$ cat src/rtl/ipmd_pkg.sv
// Shared types and constants for the incremental PID motor drive.
// Depends on nothing; every other file uses it.
package ipmd_pkg;

  localparam int SPEED_W    = 13;  // measured speed sample, signed
  localparam int SETPOINT_W = 12;
  localparam int GAIN_W     = 10;
  localparam int ILIM_W     = 17;  // integral clamp, signed
  localparam int DRIVE_W    = 16;
  localparam int ERR_W      = 14;  // setpoint minus speed, signed
  localparam int PTERM_W    = 26;  // 15-bit diff times 11-bit gain
  localparam int ITERM_W    = 25;  // 14-bit error times 11-bit gain
  localparam int DTERM_W    = 28;  // 17-bit diff times 11-bit gain
  localparam int SUM_W      = 30;
  localparam int CFG_IDX_W  = 4;
  localparam int CFG_DATA_W = 17;

  typedef enum logic [CFG_IDX_W-1:0] {
    REG_SPEED_SETPOINT = 4'd0,
    REG_GAIN_P         = 4'd1,
    REG_GAIN_I         = 4'd2,
    REG_GAIN_D         = 4'd3,
    REG_INTEGRAL_UPPER = 4'd4,
    REG_INTEGRAL_LOWER = 4'd5,
    REG_DRIVE_UPPER    = 4'd6,
    REG_DRIVE_LOWER    = 4'd7
  } ipmd_reg_t;

  // signed members are kept as plain vectors; users apply $signed
  typedef struct packed {
    logic [SETPOINT_W-1:0] speed_setpoint;
    logic [GAIN_W-1:0]     gain_p;
    logic [GAIN_W-1:0]     gain_i;
    logic [GAIN_W-1:0]     gain_d;
    logic [ILIM_W-1:0]     integral_upper;
    logic [ILIM_W-1:0]     integral_lower;
    logic [DRIVE_W-1:0]    drive_upper;
    logic [DRIVE_W-1:0]    drive_lower;
  } ipmd_cfg_t;

  typedef struct packed {
    logic [PTERM_W-1:0] pterm;
    logic [ILIM_W-1:0]  iterm;
    logic [DTERM_W-1:0] dterm;
  } ipmd_terms_t;

  localparam logic [SETPOINT_W-1:0] RST_SPEED_SETPOINT = 12'd20;
  localparam logic [GAIN_W-1:0]     RST_GAIN_P         = 10'd200;
  localparam logic [GAIN_W-1:0]     RST_GAIN_I         = 10'd0;
  localparam logic [GAIN_W-1:0]     RST_GAIN_D         = 10'd0;
  localparam logic [ILIM_W-1:0]     RST_INTEGRAL_UPPER = 17'd10;
  localparam logic [ILIM_W-1:0]     RST_INTEGRAL_LOWER = 17'h1fff6;  // -10
  localparam logic [DRIVE_W-1:0]    RST_DRIVE_UPPER    = 16'd1000;
  localparam logic [DRIVE_W-1:0]    RST_DRIVE_LOWER    = 16'd0;

endpackage

$ cat src/rtl/ipmd_ifs.sv
// Channel interfaces of the incremental PID motor drive: speed requests,
// drive results and register writes. Depends on ipmd_pkg.
interface ipmd_in_if;
  logic                                valid;
  logic                                ready;
  logic signed [ipmd_pkg::SPEED_W-1:0] measured_speed;
  modport source (output valid, output measured_speed, input ready);
  modport sink (input valid, input measured_speed, output ready);
endinterface

interface ipmd_out_if;
  logic                          valid;
  logic                          ready;
  logic [ipmd_pkg::DRIVE_W-1:0]  pwm_duty;
  logic [ipmd_pkg::DRIVE_W-1:0]  drive_level;
  logic                          saturated;
  modport source (output valid, output pwm_duty, output drive_level, output saturated,
                  input ready);
  modport sink (input valid, input pwm_duty, input drive_level, input saturated,
                output ready);
endinterface

interface ipmd_cfg_if;
  logic                            valid;
  logic                            ready;
  logic [ipmd_pkg::CFG_IDX_W-1:0]  index;
  logic [ipmd_pkg::CFG_DATA_W-1:0] data;
  modport source (output valid, output index, output data, input ready);
  modport sink (input valid, input index, input data, output ready);
endinterface

$ cat src/rtl/ipmd_cfg_regs.sv
// Configuration register file of the PID drive.
// Depends on ipmd_pkg.
module ipmd_cfg_regs (
  input  logic                            clk,
  input  logic                            rst_n,
  input  logic                            wr_valid,
  input  logic [ipmd_pkg::CFG_IDX_W-1:0]  wr_index,
  input  logic [ipmd_pkg::CFG_DATA_W-1:0] wr_data,
  output ipmd_pkg::ipmd_cfg_t             cfg
);
  import ipmd_pkg::*;

  ipmd_cfg_t cfg_r;

  always_ff @(posedge clk) begin
    if (!rst_n) begin
      cfg_r.speed_setpoint <= RST_SPEED_SETPOINT;
      cfg_r.gain_p         <= RST_GAIN_P;
      cfg_r.gain_i         <= RST_GAIN_I;
      cfg_r.gain_d         <= RST_GAIN_D;
      cfg_r.integral_upper <= RST_INTEGRAL_UPPER;
      cfg_r.integral_lower <= RST_INTEGRAL_LOWER;
      cfg_r.drive_upper    <= RST_DRIVE_UPPER;
      cfg_r.drive_lower    <= RST_DRIVE_LOWER;
    end else if (wr_valid) begin
      unique case (ipmd_reg_t'(wr_index))
        REG_SPEED_SETPOINT: cfg_r.speed_setpoint <= wr_data[SETPOINT_W-1:0];
        REG_GAIN_P:         cfg_r.gain_p         <= wr_data[GAIN_W-1:0];
        REG_GAIN_I:         cfg_r.gain_i         <= wr_data[GAIN_W-1:0];
        REG_GAIN_D:         cfg_r.gain_d         <= wr_data[GAIN_W-1:0];
        REG_INTEGRAL_UPPER: cfg_r.integral_upper <= wr_data[ILIM_W-1:0];
        REG_INTEGRAL_LOWER: cfg_r.integral_lower <= wr_data[ILIM_W-1:0];
        REG_DRIVE_UPPER:    cfg_r.drive_upper    <= wr_data[DRIVE_W-1:0];
        REG_DRIVE_LOWER:    cfg_r.drive_lower    <= wr_data[DRIVE_W-1:0];
        default: ;  // unmapped index: dropped
      endcase
    end
  end

  assign cfg = cfg_r;

endmodule

$ cat src/rtl/ipmd_term.sv
// Error history and PID increment terms: input register, then the
// three gain products into the term register. Depends on ipmd_pkg.
module ipmd_term (
  input  logic                                clk,
  input  logic                                rst_n,
  input  ipmd_pkg::ipmd_cfg_t                 cfg,
  input  logic                                in_valid,
  output logic                                in_ready,
  input  logic signed [ipmd_pkg::SPEED_W-1:0] in_speed,
  output logic                                term_valid,
  input  logic                                term_ready,
  output ipmd_pkg::ipmd_terms_t               terms
);
  import ipmd_pkg::*;

  logic                      spd_valid_r;
  logic signed [SPEED_W-1:0] spd_r;
  logic                      term_valid_r;
  ipmd_terms_t               terms_r;
  logic signed [ERR_W-1:0]   e1_r;
  logic signed [ERR_W-1:0]   e2_r;

  logic                      load_term;
  logic signed [ERR_W-1:0]   e0;
  logic signed [ERR_W:0]     diff1;
  logic signed [ERR_W+2:0]   diff2;
  logic signed [GAIN_W:0]    gp, gi, gd;
  logic signed [PTERM_W-1:0] pterm;
  logic signed [ITERM_W-1:0] iraw;
  logic signed [DTERM_W-1:0] dterm;
  logic signed [ILIM_W-1:0]  iterm;
  logic signed [ILIM_W-1:0]  ilim_hi, ilim_lo;

  assign load_term = spd_valid_r && (!term_valid_r || term_ready);
  assign in_ready  = !spd_valid_r || load_term;

  always_comb begin
    e0    = $signed({2'b00, cfg.speed_setpoint}) - ERR_W'(spd_r);
    diff1 = (ERR_W+1)'(e0) - (ERR_W+1)'(e1_r);
    diff2 = (ERR_W+3)'(e0) - ((ERR_W+3)'(e1_r) <<< 1) + (ERR_W+3)'(e2_r);
    gp    = $signed({1'b0, cfg.gain_p});
    gi    = $signed({1'b0, cfg.gain_i});
    gd    = $signed({1'b0, cfg.gain_d});
    pterm = PTERM_W'(diff1) * PTERM_W'(gp);
    iraw  = ITERM_W'(e0) * ITERM_W'(gi);
    dterm = DTERM_W'(diff2) * DTERM_W'(gd);
    ilim_hi = $signed(cfg.integral_upper);
    ilim_lo = $signed(cfg.integral_lower);
    // upper limit is tested first, so it wins when the limits cross and the term exceeds it
    if (iraw > ITERM_W'(ilim_hi)) begin
      iterm = ilim_hi;
    end else if (iraw < ITERM_W'(ilim_lo)) begin
      iterm = ilim_lo;
    end else begin
      iterm = iraw[ILIM_W-1:0];
    end
  end

  always_ff @(posedge clk) begin
    if (!rst_n) begin
      spd_valid_r  <= 1'b0;
      term_valid_r <= 1'b0;
      e1_r         <= '0;
      e2_r         <= '0;
    end else begin
      if (in_ready) begin
        spd_valid_r <= in_valid;
      end
      if (load_term) begin
        term_valid_r <= 1'b1;
        e1_r         <= e0;
        e2_r         <= e1_r;
      end else if (term_ready) begin
        term_valid_r <= 1'b0;
      end
    end
  end

  always_ff @(posedge clk) begin
    if (in_ready && in_valid) begin
      spd_r <= in_speed;
    end
    if (load_term) begin
      terms_r.pterm <= pterm;
      terms_r.iterm <= iterm;
      terms_r.dterm <= dterm;
    end
  end

  assign term_valid = term_valid_r;
  assign terms      = terms_r;

endmodule

$ cat src/rtl/ipmd_accum.sv
// Drive accumulator: adds the PID increment, clamps, forms the PWM duty
// and holds the result register. Depends on ipmd_pkg.
module ipmd_accum #(
  parameter logic [15:0] PWM_TOP = 16'd1000
) (
  input  logic                          clk,
  input  logic                          rst_n,
  input  ipmd_pkg::ipmd_cfg_t           cfg,
  input  logic                          term_valid,
  output logic                          term_ready,
  input  ipmd_pkg::ipmd_terms_t         terms,
  output logic                          res_valid,
  input  logic                          res_ready,
  output logic [ipmd_pkg::DRIVE_W-1:0]  pwm_duty,
  output logic [ipmd_pkg::DRIVE_W-1:0]  drive_level,
  output logic                          saturated
);
  import ipmd_pkg::*;

  logic               res_valid_r;
  logic [DRIVE_W-1:0] acc_r;      // stored drive, also the drive_level output
  logic [DRIVE_W-1:0] duty_r;
  logic               sat_r;

  logic signed [SUM_W-1:0] sum;
  logic signed [SUM_W-1:0] lim_hi, lim_lo;
  logic [DRIVE_W-1:0]      drv;
  logic                    sat;
  logic signed [DRIVE_W:0] duty_raw;
  logic [DRIVE_W-1:0]      duty;

  assign term_ready = !res_valid_r || res_ready;

  always_comb begin
    sum = $signed({{(SUM_W-DRIVE_W){1'b0}}, acc_r})
        + SUM_W'($signed(terms.pterm))
        + SUM_W'($signed(terms.iterm))
        + SUM_W'($signed(terms.dterm));
    lim_hi = $signed({{(SUM_W-DRIVE_W){1'b0}}, cfg.drive_upper});
    lim_lo = $signed({{(SUM_W-DRIVE_W){1'b0}}, cfg.drive_lower});
    if (sum > lim_hi) begin
      drv = cfg.drive_upper;
      sat = 1'b1;
    end else if (sum < lim_lo) begin
      drv = cfg.drive_lower;
      sat = 1'b1;
    end else begin
      drv = sum[DRIVE_W-1:0];
      sat = 1'b0;
    end
    duty_raw = $signed({1'b0, PWM_TOP}) - $signed({1'b0, drv});
    duty     = duty_raw[DRIVE_W] ? '0 : duty_raw[DRIVE_W-1:0];
  end

  always_ff @(posedge clk) begin
    if (!rst_n) begin
      res_valid_r <= 1'b0;
      acc_r       <= '0;
    end else if (term_ready) begin
      res_valid_r <= term_valid;
      if (term_valid) begin
        acc_r <= drv;
      end
    end
  end

  always_ff @(posedge clk) begin
    if (term_ready && term_valid) begin
      duty_r <= duty;
      sat_r  <= sat;
    end
  end

  assign res_valid   = res_valid_r;
  assign pwm_duty    = duty_r;
  assign drive_level = acc_r;
  assign saturated   = sat_r;

endmodule

$ cat src/rtl/incremental_pid_motor_drive.sv
// Incremental (velocity-form) PID speed controller for a PWM motor drive.
// Depends on ipmd_pkg, ipmd_ifs, ipmd_cfg_regs, ipmd_term and ipmd_accum.
//
// Use:
//   in_chan   one request per measured speed sample (13-bit signed).
//   out_chan  one result per request: pwm_duty, drive_level, saturated.
//   cfg_chan  register writes (index, data); always ready. Write only
//             while no request is in flight. Unmapped indexes are dropped.
// Timing:
//   Three register stages (input, gain terms, drive/result): a request is
//   registered in the input stage, then its gain terms, then its drive
//   and result. One request per cycle is sustained while out_ready stays
//   high: the drive accumulator add and clamp closes inside the last
//   stage, and the error history closes inside the term stage.
// Reset:
//   Synchronous, active low. Registers return to their defaults, error
//   history and drive accumulator clear, all stages empty.
// Back pressure:
//   When out_ready is low the result stays put and the pipeline fills;
//   in_ready drops only once all three stages hold a request.
module incremental_pid_motor_drive #(
  parameter logic [15:0] PWM_TOP = 16'd1000
) (
  input  logic        clk,
  input  logic        rst_n,
  ipmd_in_if.sink     in_chan,
  ipmd_out_if.source  out_chan,
  ipmd_cfg_if.sink    cfg_chan
);
  import ipmd_pkg::*;

  ipmd_cfg_t   cfg;
  ipmd_terms_t terms;
  logic        term_valid;
  logic        term_ready;

  // config port never stalls
  assign cfg_chan.ready = 1'b1;

  ipmd_cfg_regs u_cfg (
    .clk      (clk),
    .rst_n    (rst_n),
    .wr_valid (cfg_chan.valid),
    .wr_index (cfg_chan.index),
    .wr_data  (cfg_chan.data),
    .cfg      (cfg)
  );

  // error = setpoint - speed, history shift, Kp/Ki/Kd products, integral clamp
  ipmd_term u_term (
    .clk        (clk),
    .rst_n      (rst_n),
    .cfg        (cfg),
    .in_valid   (in_chan.valid),
    .in_ready   (in_chan.ready),
    .in_speed   (in_chan.measured_speed),
    .term_valid (term_valid),
    .term_ready (term_ready),
    .terms      (terms)
  );

  // drive += increment, clamp, duty = PWM_TOP - drive (floor at zero)
  ipmd_accum #(
    .PWM_TOP (PWM_TOP)
  ) u_accum (
    .clk         (clk),
    .rst_n       (rst_n),
    .cfg         (cfg),
    .term_valid  (term_valid),
    .term_ready  (term_ready),
    .terms       (terms),
    .res_valid   (out_chan.valid),
    .res_ready   (out_chan.ready),
    .pwm_duty    (out_chan.pwm_duty),
    .drive_level (out_chan.drive_level),
    .saturated   (out_chan.saturated)
  );

endmodule

$ cat src/flat_wrapper.sv
// flat-port wrapper written by rule: the top's interface ports become plain ports
module incremental_pid_motor_drive_flat import ipmd_pkg::*;
#(
  parameter logic [15:0] PWM_TOP = 16'd1000
)
  (clk, rst_n, in_chan_valid, in_chan_measured_speed, in_chan_ready, out_chan_valid, out_chan_pwm_duty, out_chan_drive_level, out_chan_saturated, out_chan_ready, cfg_chan_valid, cfg_chan_index, cfg_chan_data, cfg_chan_ready);
  ipmd_in_if in_chan_i ();
  ipmd_out_if out_chan_i ();
  ipmd_cfg_if cfg_chan_i ();
  input  logic clk;
  input  logic rst_n;
  input wire logic [$bits(in_chan_i.valid)-1:0] in_chan_valid;
  input wire logic [$bits(in_chan_i.measured_speed)-1:0] in_chan_measured_speed;
  output wire logic [$bits(in_chan_i.ready)-1:0] in_chan_ready;
  output wire logic [$bits(out_chan_i.valid)-1:0] out_chan_valid;
  output wire logic [$bits(out_chan_i.pwm_duty)-1:0] out_chan_pwm_duty;
  output wire logic [$bits(out_chan_i.drive_level)-1:0] out_chan_drive_level;
  output wire logic [$bits(out_chan_i.saturated)-1:0] out_chan_saturated;
  input wire logic [$bits(out_chan_i.ready)-1:0] out_chan_ready;
  input wire logic [$bits(cfg_chan_i.valid)-1:0] cfg_chan_valid;
  input wire logic [$bits(cfg_chan_i.index)-1:0] cfg_chan_index;
  input wire logic [$bits(cfg_chan_i.data)-1:0] cfg_chan_data;
  output wire logic [$bits(cfg_chan_i.ready)-1:0] cfg_chan_ready;
  assign in_chan_i.valid = in_chan_valid;
  assign in_chan_i.measured_speed = in_chan_measured_speed;
  assign in_chan_ready = in_chan_i.ready;
  assign out_chan_valid = out_chan_i.valid;
  assign out_chan_pwm_duty = out_chan_i.pwm_duty;
  assign out_chan_drive_level = out_chan_i.drive_level;
  assign out_chan_saturated = out_chan_i.saturated;
  assign out_chan_i.ready = out_chan_ready;
  assign cfg_chan_i.valid = cfg_chan_valid;
  assign cfg_chan_i.index = cfg_chan_index;
  assign cfg_chan_i.data = cfg_chan_data;
  assign cfg_chan_ready = cfg_chan_i.ready;
  incremental_pid_motor_drive #(.PWM_TOP(PWM_TOP)) u_core (.clk(clk), .rst_n(rst_n), .in_chan(in_chan_i), .out_chan(out_chan_i), .cfg_chan(cfg_chan_i));
endmodule
$ cat config.mk
export PLATFORM = sky130hd
export DESIGN_NAME = incremental_pid_motor_drive_flat
export DESIGN_NICKNAME = d
export VERILOG_FILES = /design/src/rtl/ipmd_pkg.sv /design/src/rtl/ipmd_ifs.sv /design/src/rtl/ipmd_cfg_regs.sv /design/src/rtl/ipmd_term.sv /design/src/rtl/ipmd_accum.sv /design/src/rtl/incremental_pid_motor_drive.sv /design/src/flat_wrapper.sv
export SDC_FILE = /design/constraint.sdc
export NUM_CORES = 2
export LEC_CHECK = 0
export ABC_CLOCK_PERIOD_IN_PS = 22800
export BUFFER_PORTS_ARGS = -buffer_cell sky130_fd_sc_hd__buf_2
export CORE_ASPECT_RATIO = 0.6
export CORE_UTILIZATION = 62
export DETAILED_ROUTE_END_ITERATION = 8
export PLACE_DENSITY = 0.84
export SLEW_MARGIN = 20
export SYNTH_ARGS = -nofsm -noshare
export SYNTH_HDL_FRONTEND = slang
export SYNTH_SLANG_ARGS = --single-unit
$ cat constraint.sdc
create_clock -name clk -period 22.8 [get_ports clk]
set_input_delay 1.14 -clock clk [delete_from_list [all_inputs] [get_ports clk]]
set_output_delay 1.14 -clock clk [all_outputs]
set_load 0.02 [all_outputs]
==> impl_results.html <==
<table>
<tr><th>Metric</th><th>Value</th></tr>
<tr><th colspan="2">Synthesis</th></tr>
<tr><td>Synthesis warning total</td><td>0</td></tr>
<tr><td>Synth area leader</td><td>fa_1</td></tr>
<tr><td>Mapped Avg Cell Area</td><td>9.06 sq um</td></tr>
<tr><td>Number of library cell types mapped by synthesis</td><td>73</td></tr>
<tr><td>Total of flip-flops plus latches after synthesis</td><td>256</td></tr>
<tr><td>Post-synthesis instance total</td><td>3747</td></tr>
<tr><td>Share of flip-flops with an asynchronous set or reset after synthesis</td><td>0</td></tr>
<tr><td>Most area-consuming cells after synthesis</td><td>fa_1 28%, ha_1 13%, dfxtp_1 9.1%</td></tr>
<tr><td>Number of enable flip-flop cells after synthesis</td><td>101</td></tr>
<tr><td>Fraction of post-synthesis cell area in the top cell type by area</td><td>0.283</td></tr>
<tr><td>Main synth FF type</td><td>dfxtp_1</td></tr>
<tr><td>Netlist area before placement</td><td>33900 sq um</td></tr>
<tr><td>Sequential cell area fraction in the yosys report</td><td>0.181</td></tr>
<tr><th colspan="2">STA</th></tr>
<tr><td>Part of the cycle the worst path needs</td><td>0.505</td></tr>
<tr><td>Final setup skew</td><td>0.0235 ns</td></tr>
<tr><td>Final TNS setup</td><td>0 ns</td></tr>
<tr><td>Min cycle time layout</td><td>11.52 ns</td></tr>
<tr><td>Total setup violations reported at the end of the flow</td><td>0</td></tr>
<tr><td>Remaining max-slew budget at the tightest pin</td><td>0.262</td></tr>
<tr><td>Max Transition Viols Final</td><td>0</td></tr>
<tr><td>Transition at the pin with the smallest max-transition slack</td><td>1.11 ns</td></tr>
<tr><td>Setup repair after global routing missed its margin</td><td>false</td></tr>
<tr><td>Maximum clock frequency</td><td>86.8 MHz</td></tr>
<tr><td>Final count of hold timing violations</td><td>0</td></tr>
<tr><td>Post-route setup slack</td><td>11.28 ns</td></tr>
<tr><th colspan="2">Clock tree</th></tr>
<tr><td>Source-to-sink clock delay at the later pin of the worst-skew pair</td><td>0.60 ns</td></tr>
<tr><td>Number of buffers added by the clock tree synthesis step</td><td>27</td></tr>
<tr><td>TritonCTS clock tree</td><td>done</td></tr>
<tr><td>Number of levels the H-tree was split into</td><td>1</td></tr>
<tr><td>Number of buffers inserted by hold repair at cts</td><td>0</td></tr>
<tr><td>Number of clock sinks</td><td>256</td></tr>
<tr><td>Number of setup buffers added after CTS</td><td>0</td></tr>
<tr><td>Deepest clock path buffer count</td><td>3</td></tr>
<tr><td>Clock Root Buffer</td><td>clkbuf_16</td></tr>
<tr><td>Post_cts resized</td><td>0</td></tr>
<tr><td>Clock slew seen by the registers of the worst setup and hold paths</td><td>0.07 ns</td></tr>
<tr><th colspan="2">Global route</th></tr>
<tr><td>Global-route wire length before repair</td><td>139 mm</td></tr>
<tr><td>Number of global-route vias before repair</td><td>25504</td></tr>
<tr><td>Maximum number of pins on one net before global-route repair</td><td>131</td></tr>
<tr><td>GRT Resource Usage Total</td><td>0.316</td></tr>
<tr><td>Initial antenna violation count</td><td>3</td></tr>
<tr><td>Total global routing overflow</td><td>0</td></tr>
<tr><th colspan="2">Floorplanning</th></tr>
<tr><td>Initial core utilization</td><td>0.637</td></tr>
<tr><td>Core Footprint</td><td>53300 sq um</td></tr>
<tr><td>Vertical extent of the die</td><td>183 microns</td></tr>
<tr><td>Die Width</td><td>304 microns</td></tr>
<tr><td>Die area</td><td>55700 sq um</td></tr>
<tr><td>Top-level port count</td><td>75</td></tr>
<tr><td>Number of rows created at floorplan</td><td>65</td></tr>
<tr><th colspan="2">Cells and area</th></tr>
<tr><td>Final #Nets</td><td>4617</td></tr>
<tr><td>Area growth from synthesis to layout</td><td>5.79%</td></tr>
<tr><td>Fraction of layout cells with a size suffix above 1</td><td>0.0511</td></tr>
<tr><td>Core utilization of the finished layout</td><td>0.674</td></tr>
<tr><td>Most common cell after layout, fill and taps aside</td><td>inv_1</td></tr>
<tr><td>Number of inserted diodes</td><td>0</td></tr>
<tr><td>Fillers</td><td>4032</td></tr>
<tr><td>Commonest non-fill, non-tap cells in the layout</td><td>684 x inv_1, 517 x nand2_1, 479 x fa_1</td></tr>
<tr><th colspan="2">Pwr</th></tr>
<tr><td>LEAKAGE</td><td>17.0 nW</td></tr>
<tr><td>Total Power</td><td>4.66 mW</td></tr>
<tr><td>IR Drop Worst-Case VDD</td><td>0.180 mV</td></tr>
<tr><td>Power per standard cell area</td><td>130 nW/um^2</td></tr>
<tr><th colspan="2">Critical path</th></tr>
<tr><td>Maximum cell stage delay along the critical path</td><td>0.90 ns</td></tr>
<tr><td>Startpoint type of the worst setup path</td><td>flip-flop</td></tr>
<tr><td>Reg2Reg Capture Point</td><td>u_core.u_term.terms[28]</td></tr>
<tr><td>Slowest cell on the critical path</td><td>o21a_1</td></tr>
<tr><td>Worst reg-to-reg setup slack</td><td>11.28 ns</td></tr>
<tr><td>Crit Path Category</td><td>reg2reg</td></tr>
<tr><td>Crit. End Element</td><td>flip-flop</td></tr>
<tr><td>Kind of cell adding the most delay to the critical path</td><td>compound AO/OA/AOI/OAI gates</td></tr>
<tr><td>Worst Path Arrival</td><td>11.87 ns</td></tr>
<tr><td>Maximum fanout encountered on the critical timing path</td><td>17</td></tr>
<tr><td>Worst Path Buf+Inv</td><td>5</td></tr>
<tr><td>Cell repeated most along the worst path</td><td>o21ai_0</td></tr>
<tr><td>Total number of cells along the worst setup path</td><td>37</td></tr>
<tr><td>Endpoint required time on the critical path</td><td>23.15 ns</td></tr>
<tr><td>Launch instance of the worst register-to-register path</td><td>u_core.u_term.spd_r[1]</td></tr>
<tr><td>Depth of the worst register-to-register path</td><td>37</td></tr>
<tr><th colspan="2">Worst hold path</th></tr>
<tr><td>Worst hold path cell count</td><td>2</td></tr>
<tr><td>Worst hold endpoint</td><td>u_core.u_cfg.cfg[60]</td></tr>
<tr><td>Hold Startpoint</td><td>u_core.u_cfg.cfg[60]</td></tr>
<tr><td>Hold/Removal Path Class</td><td>reg2reg</td></tr>
<tr><th colspan="2">Routing</th></tr>
<tr><td>Residual antenna-violating net count after detailed routing</td><td>0</td></tr>
<tr><td>Top layer used by detailed routing</td><td>met4</td></tr>
<tr><td>Detailed-routed wire length on met3</td><td>11.5 mm</td></tr>
<tr><td>Detailed-route via count</td><td>25921</td></tr>
<tr><td>Pre-antenna DRT Iters</td><td>7</td></tr>
<tr><td>DR iter-0 viols</td><td>2581</td></tr>
<tr><td>Detailed-route wire length per cell</td><td>19.4 microns</td></tr>
<tr><td>Length of routed met2 wiring</td><td>34.3 mm</td></tr>
<tr><td>Vias per std cell</td><td>5.78</td></tr>
<tr><td>Sum of routed wire segments on met1</td><td>38.6 mm</td></tr>
<tr><td>DRT Wirelength</td><td>86.7 mm</td></tr>
<tr><td>Drt drc</td><td>0</td></tr>
<tr><th colspan="2">Placement</th></tr>
<tr><td>Count of port buffers added during placement</td><td>73</td></tr>
<tr><td>Gpl congestion</td><td>0.950</td></tr>
<tr><td>Placement-stage worst setup slack</td><td>11.56 ns</td></tr>
<tr><td>HPWL Detailed</td><td>69.5 mm</td></tr>
<tr><th colspan="2">Run</th></tr>
<tr><td>Count of max-cap constraint violations</td><td>0</td></tr>
<tr><th colspan="2">Outcome</th></tr>
<tr><td>Result of the run</td><td>completed</td></tr>
</table>
==> cells by family after synthesis <==
logic type,Yosys count,synth area share
AND/OR/NAND/NOR,1144,0.161
adder cells (fa/ha/maj),821,0.409
buffers and inverters,811,0.0904
AO/OA/AOI/OAI,518,0.105
flip-flops,256,0.181
XOR/XNOR,103,0.0266
multiplexers,92,0.0277
other,2,0.000221
==> per-layer routing <==
layer	global-route usage	up-vias
li1	-	11971
met1	0.464	12534
met2	0.451	1289
met3	0.102	127
met4	0.0759	0
met5	0	-
==> cells in the mapped netlist (4+ instances only) <==
cell type    n
nand4_1     14
o211ai_1    43
o41ai_1      8
a21o_1      33
xor2_1      20
or3_1        4
and2_1     211
or2_2        5
nand3b_1     6
o21a_1      32
a2111oi_0    7
a21boi_0   107
o2111ai_1    4
xnor2_1     83
a221oi_1     5
o21ai_0     95
o211a_1      5
a211o_1      5
nand2_1    517
mux2i_1     79
o31a_1       5
a22oi_1      4
edfxtp_1   101
o21bai_1     6
nor2b_1     85
o31ai_1      9
fa_1       479
dfxtp_1    155
nor4_1       7
a31oi_1     10
nor3b_1      8
nor2_1     130
nor3_1      45
mux2_2      12
inv_1      685
a21oi_1     92
and3_1      18
clkbuf_1   119
a211oi_1    19
nand3_1     48
ha_1       342
nand2b_1    35
==> power breakdown <==
part	switching, mW	internal (mW)	total [mW]
sequential	0.0430	0.610	0.653
combinational	2.24	1.30	3.54
clock	0.214	0.251	0.464
==> metrics by stage <==
| stage | cells | hold WS (ns) | cell area (sq um) |
|---|---|---|---|
| floorplan | 3749 | 0.441 | 33900 |
| global placement | 4431 | 0.451 | 35000 |
| detailed placement | 4431 | 0.458 | 35000 |
| CTS | 4481 | 0.467 | 35900 |
| global route | 4481 | 0.488 | 35900 |
| finish | 4481 | 0.465 | 35900 |
==> flip-flops by register name (all words and copies together) (netlist names) <==
name and count:
u_core.u_accum.saturated 1, u_core.u_term.e2_r 14, u_core.u_cfg.cfg 108, u_core.u_term.terms 71, u_core.u_term.spd_valid_r 1, u_core.u_term.e1_r 14
u_core.u_term.spd_r 13, u_core.u_accum.drive_level 16, u_core.u_term.term_valid 1, u_core.u_accum.pwm_duty 16, u_core.u_accum.res_valid 1
==> worst max path at each step <==
stage / from / end
floorplan: u_core.u_term.spd_r[1] / u_core.u_term.terms[34]
finish: u_core.u_term.spd_r[1] / u_core.u_term.terms[28]
global route: u_core.u_term.spd_r[1] / u_core.u_term.terms[28]
detailed placement: u_core.u_term.spd_r[1] / u_core.u_term.terms[28]
global placement: u_core.u_term.spd_r[1] / u_core.u_term.terms[28]
CTS: u_core.u_term.spd_r[1] / u_core.u_term.terms[28]
==> area by class of cell <==
type                            instances  area, sq um  share of cell area
Timing Repair Buffer                  105          612              0.0170
Clock buffer                           34          753              0.0210
Multi-Input combinational cell       2682        24800               0.691
Inverter                              685         2570              0.0716
Tap cell                              703          880              0.0245
Clock inverter                         16          158             0.00439
Sequential cell                       256         6140               0.171
==> worst register-to-register path: cells and delay by family (launching register included) <==
kind            cells  cell delay (ns)
mux                 1             0.31
buf+inv             5             0.64
simple gates        4             1.56
fa+ha+maj           8             3.65
compound gates     19             4.69
flops               1             0.42
(Power assumes the default switching activity.)
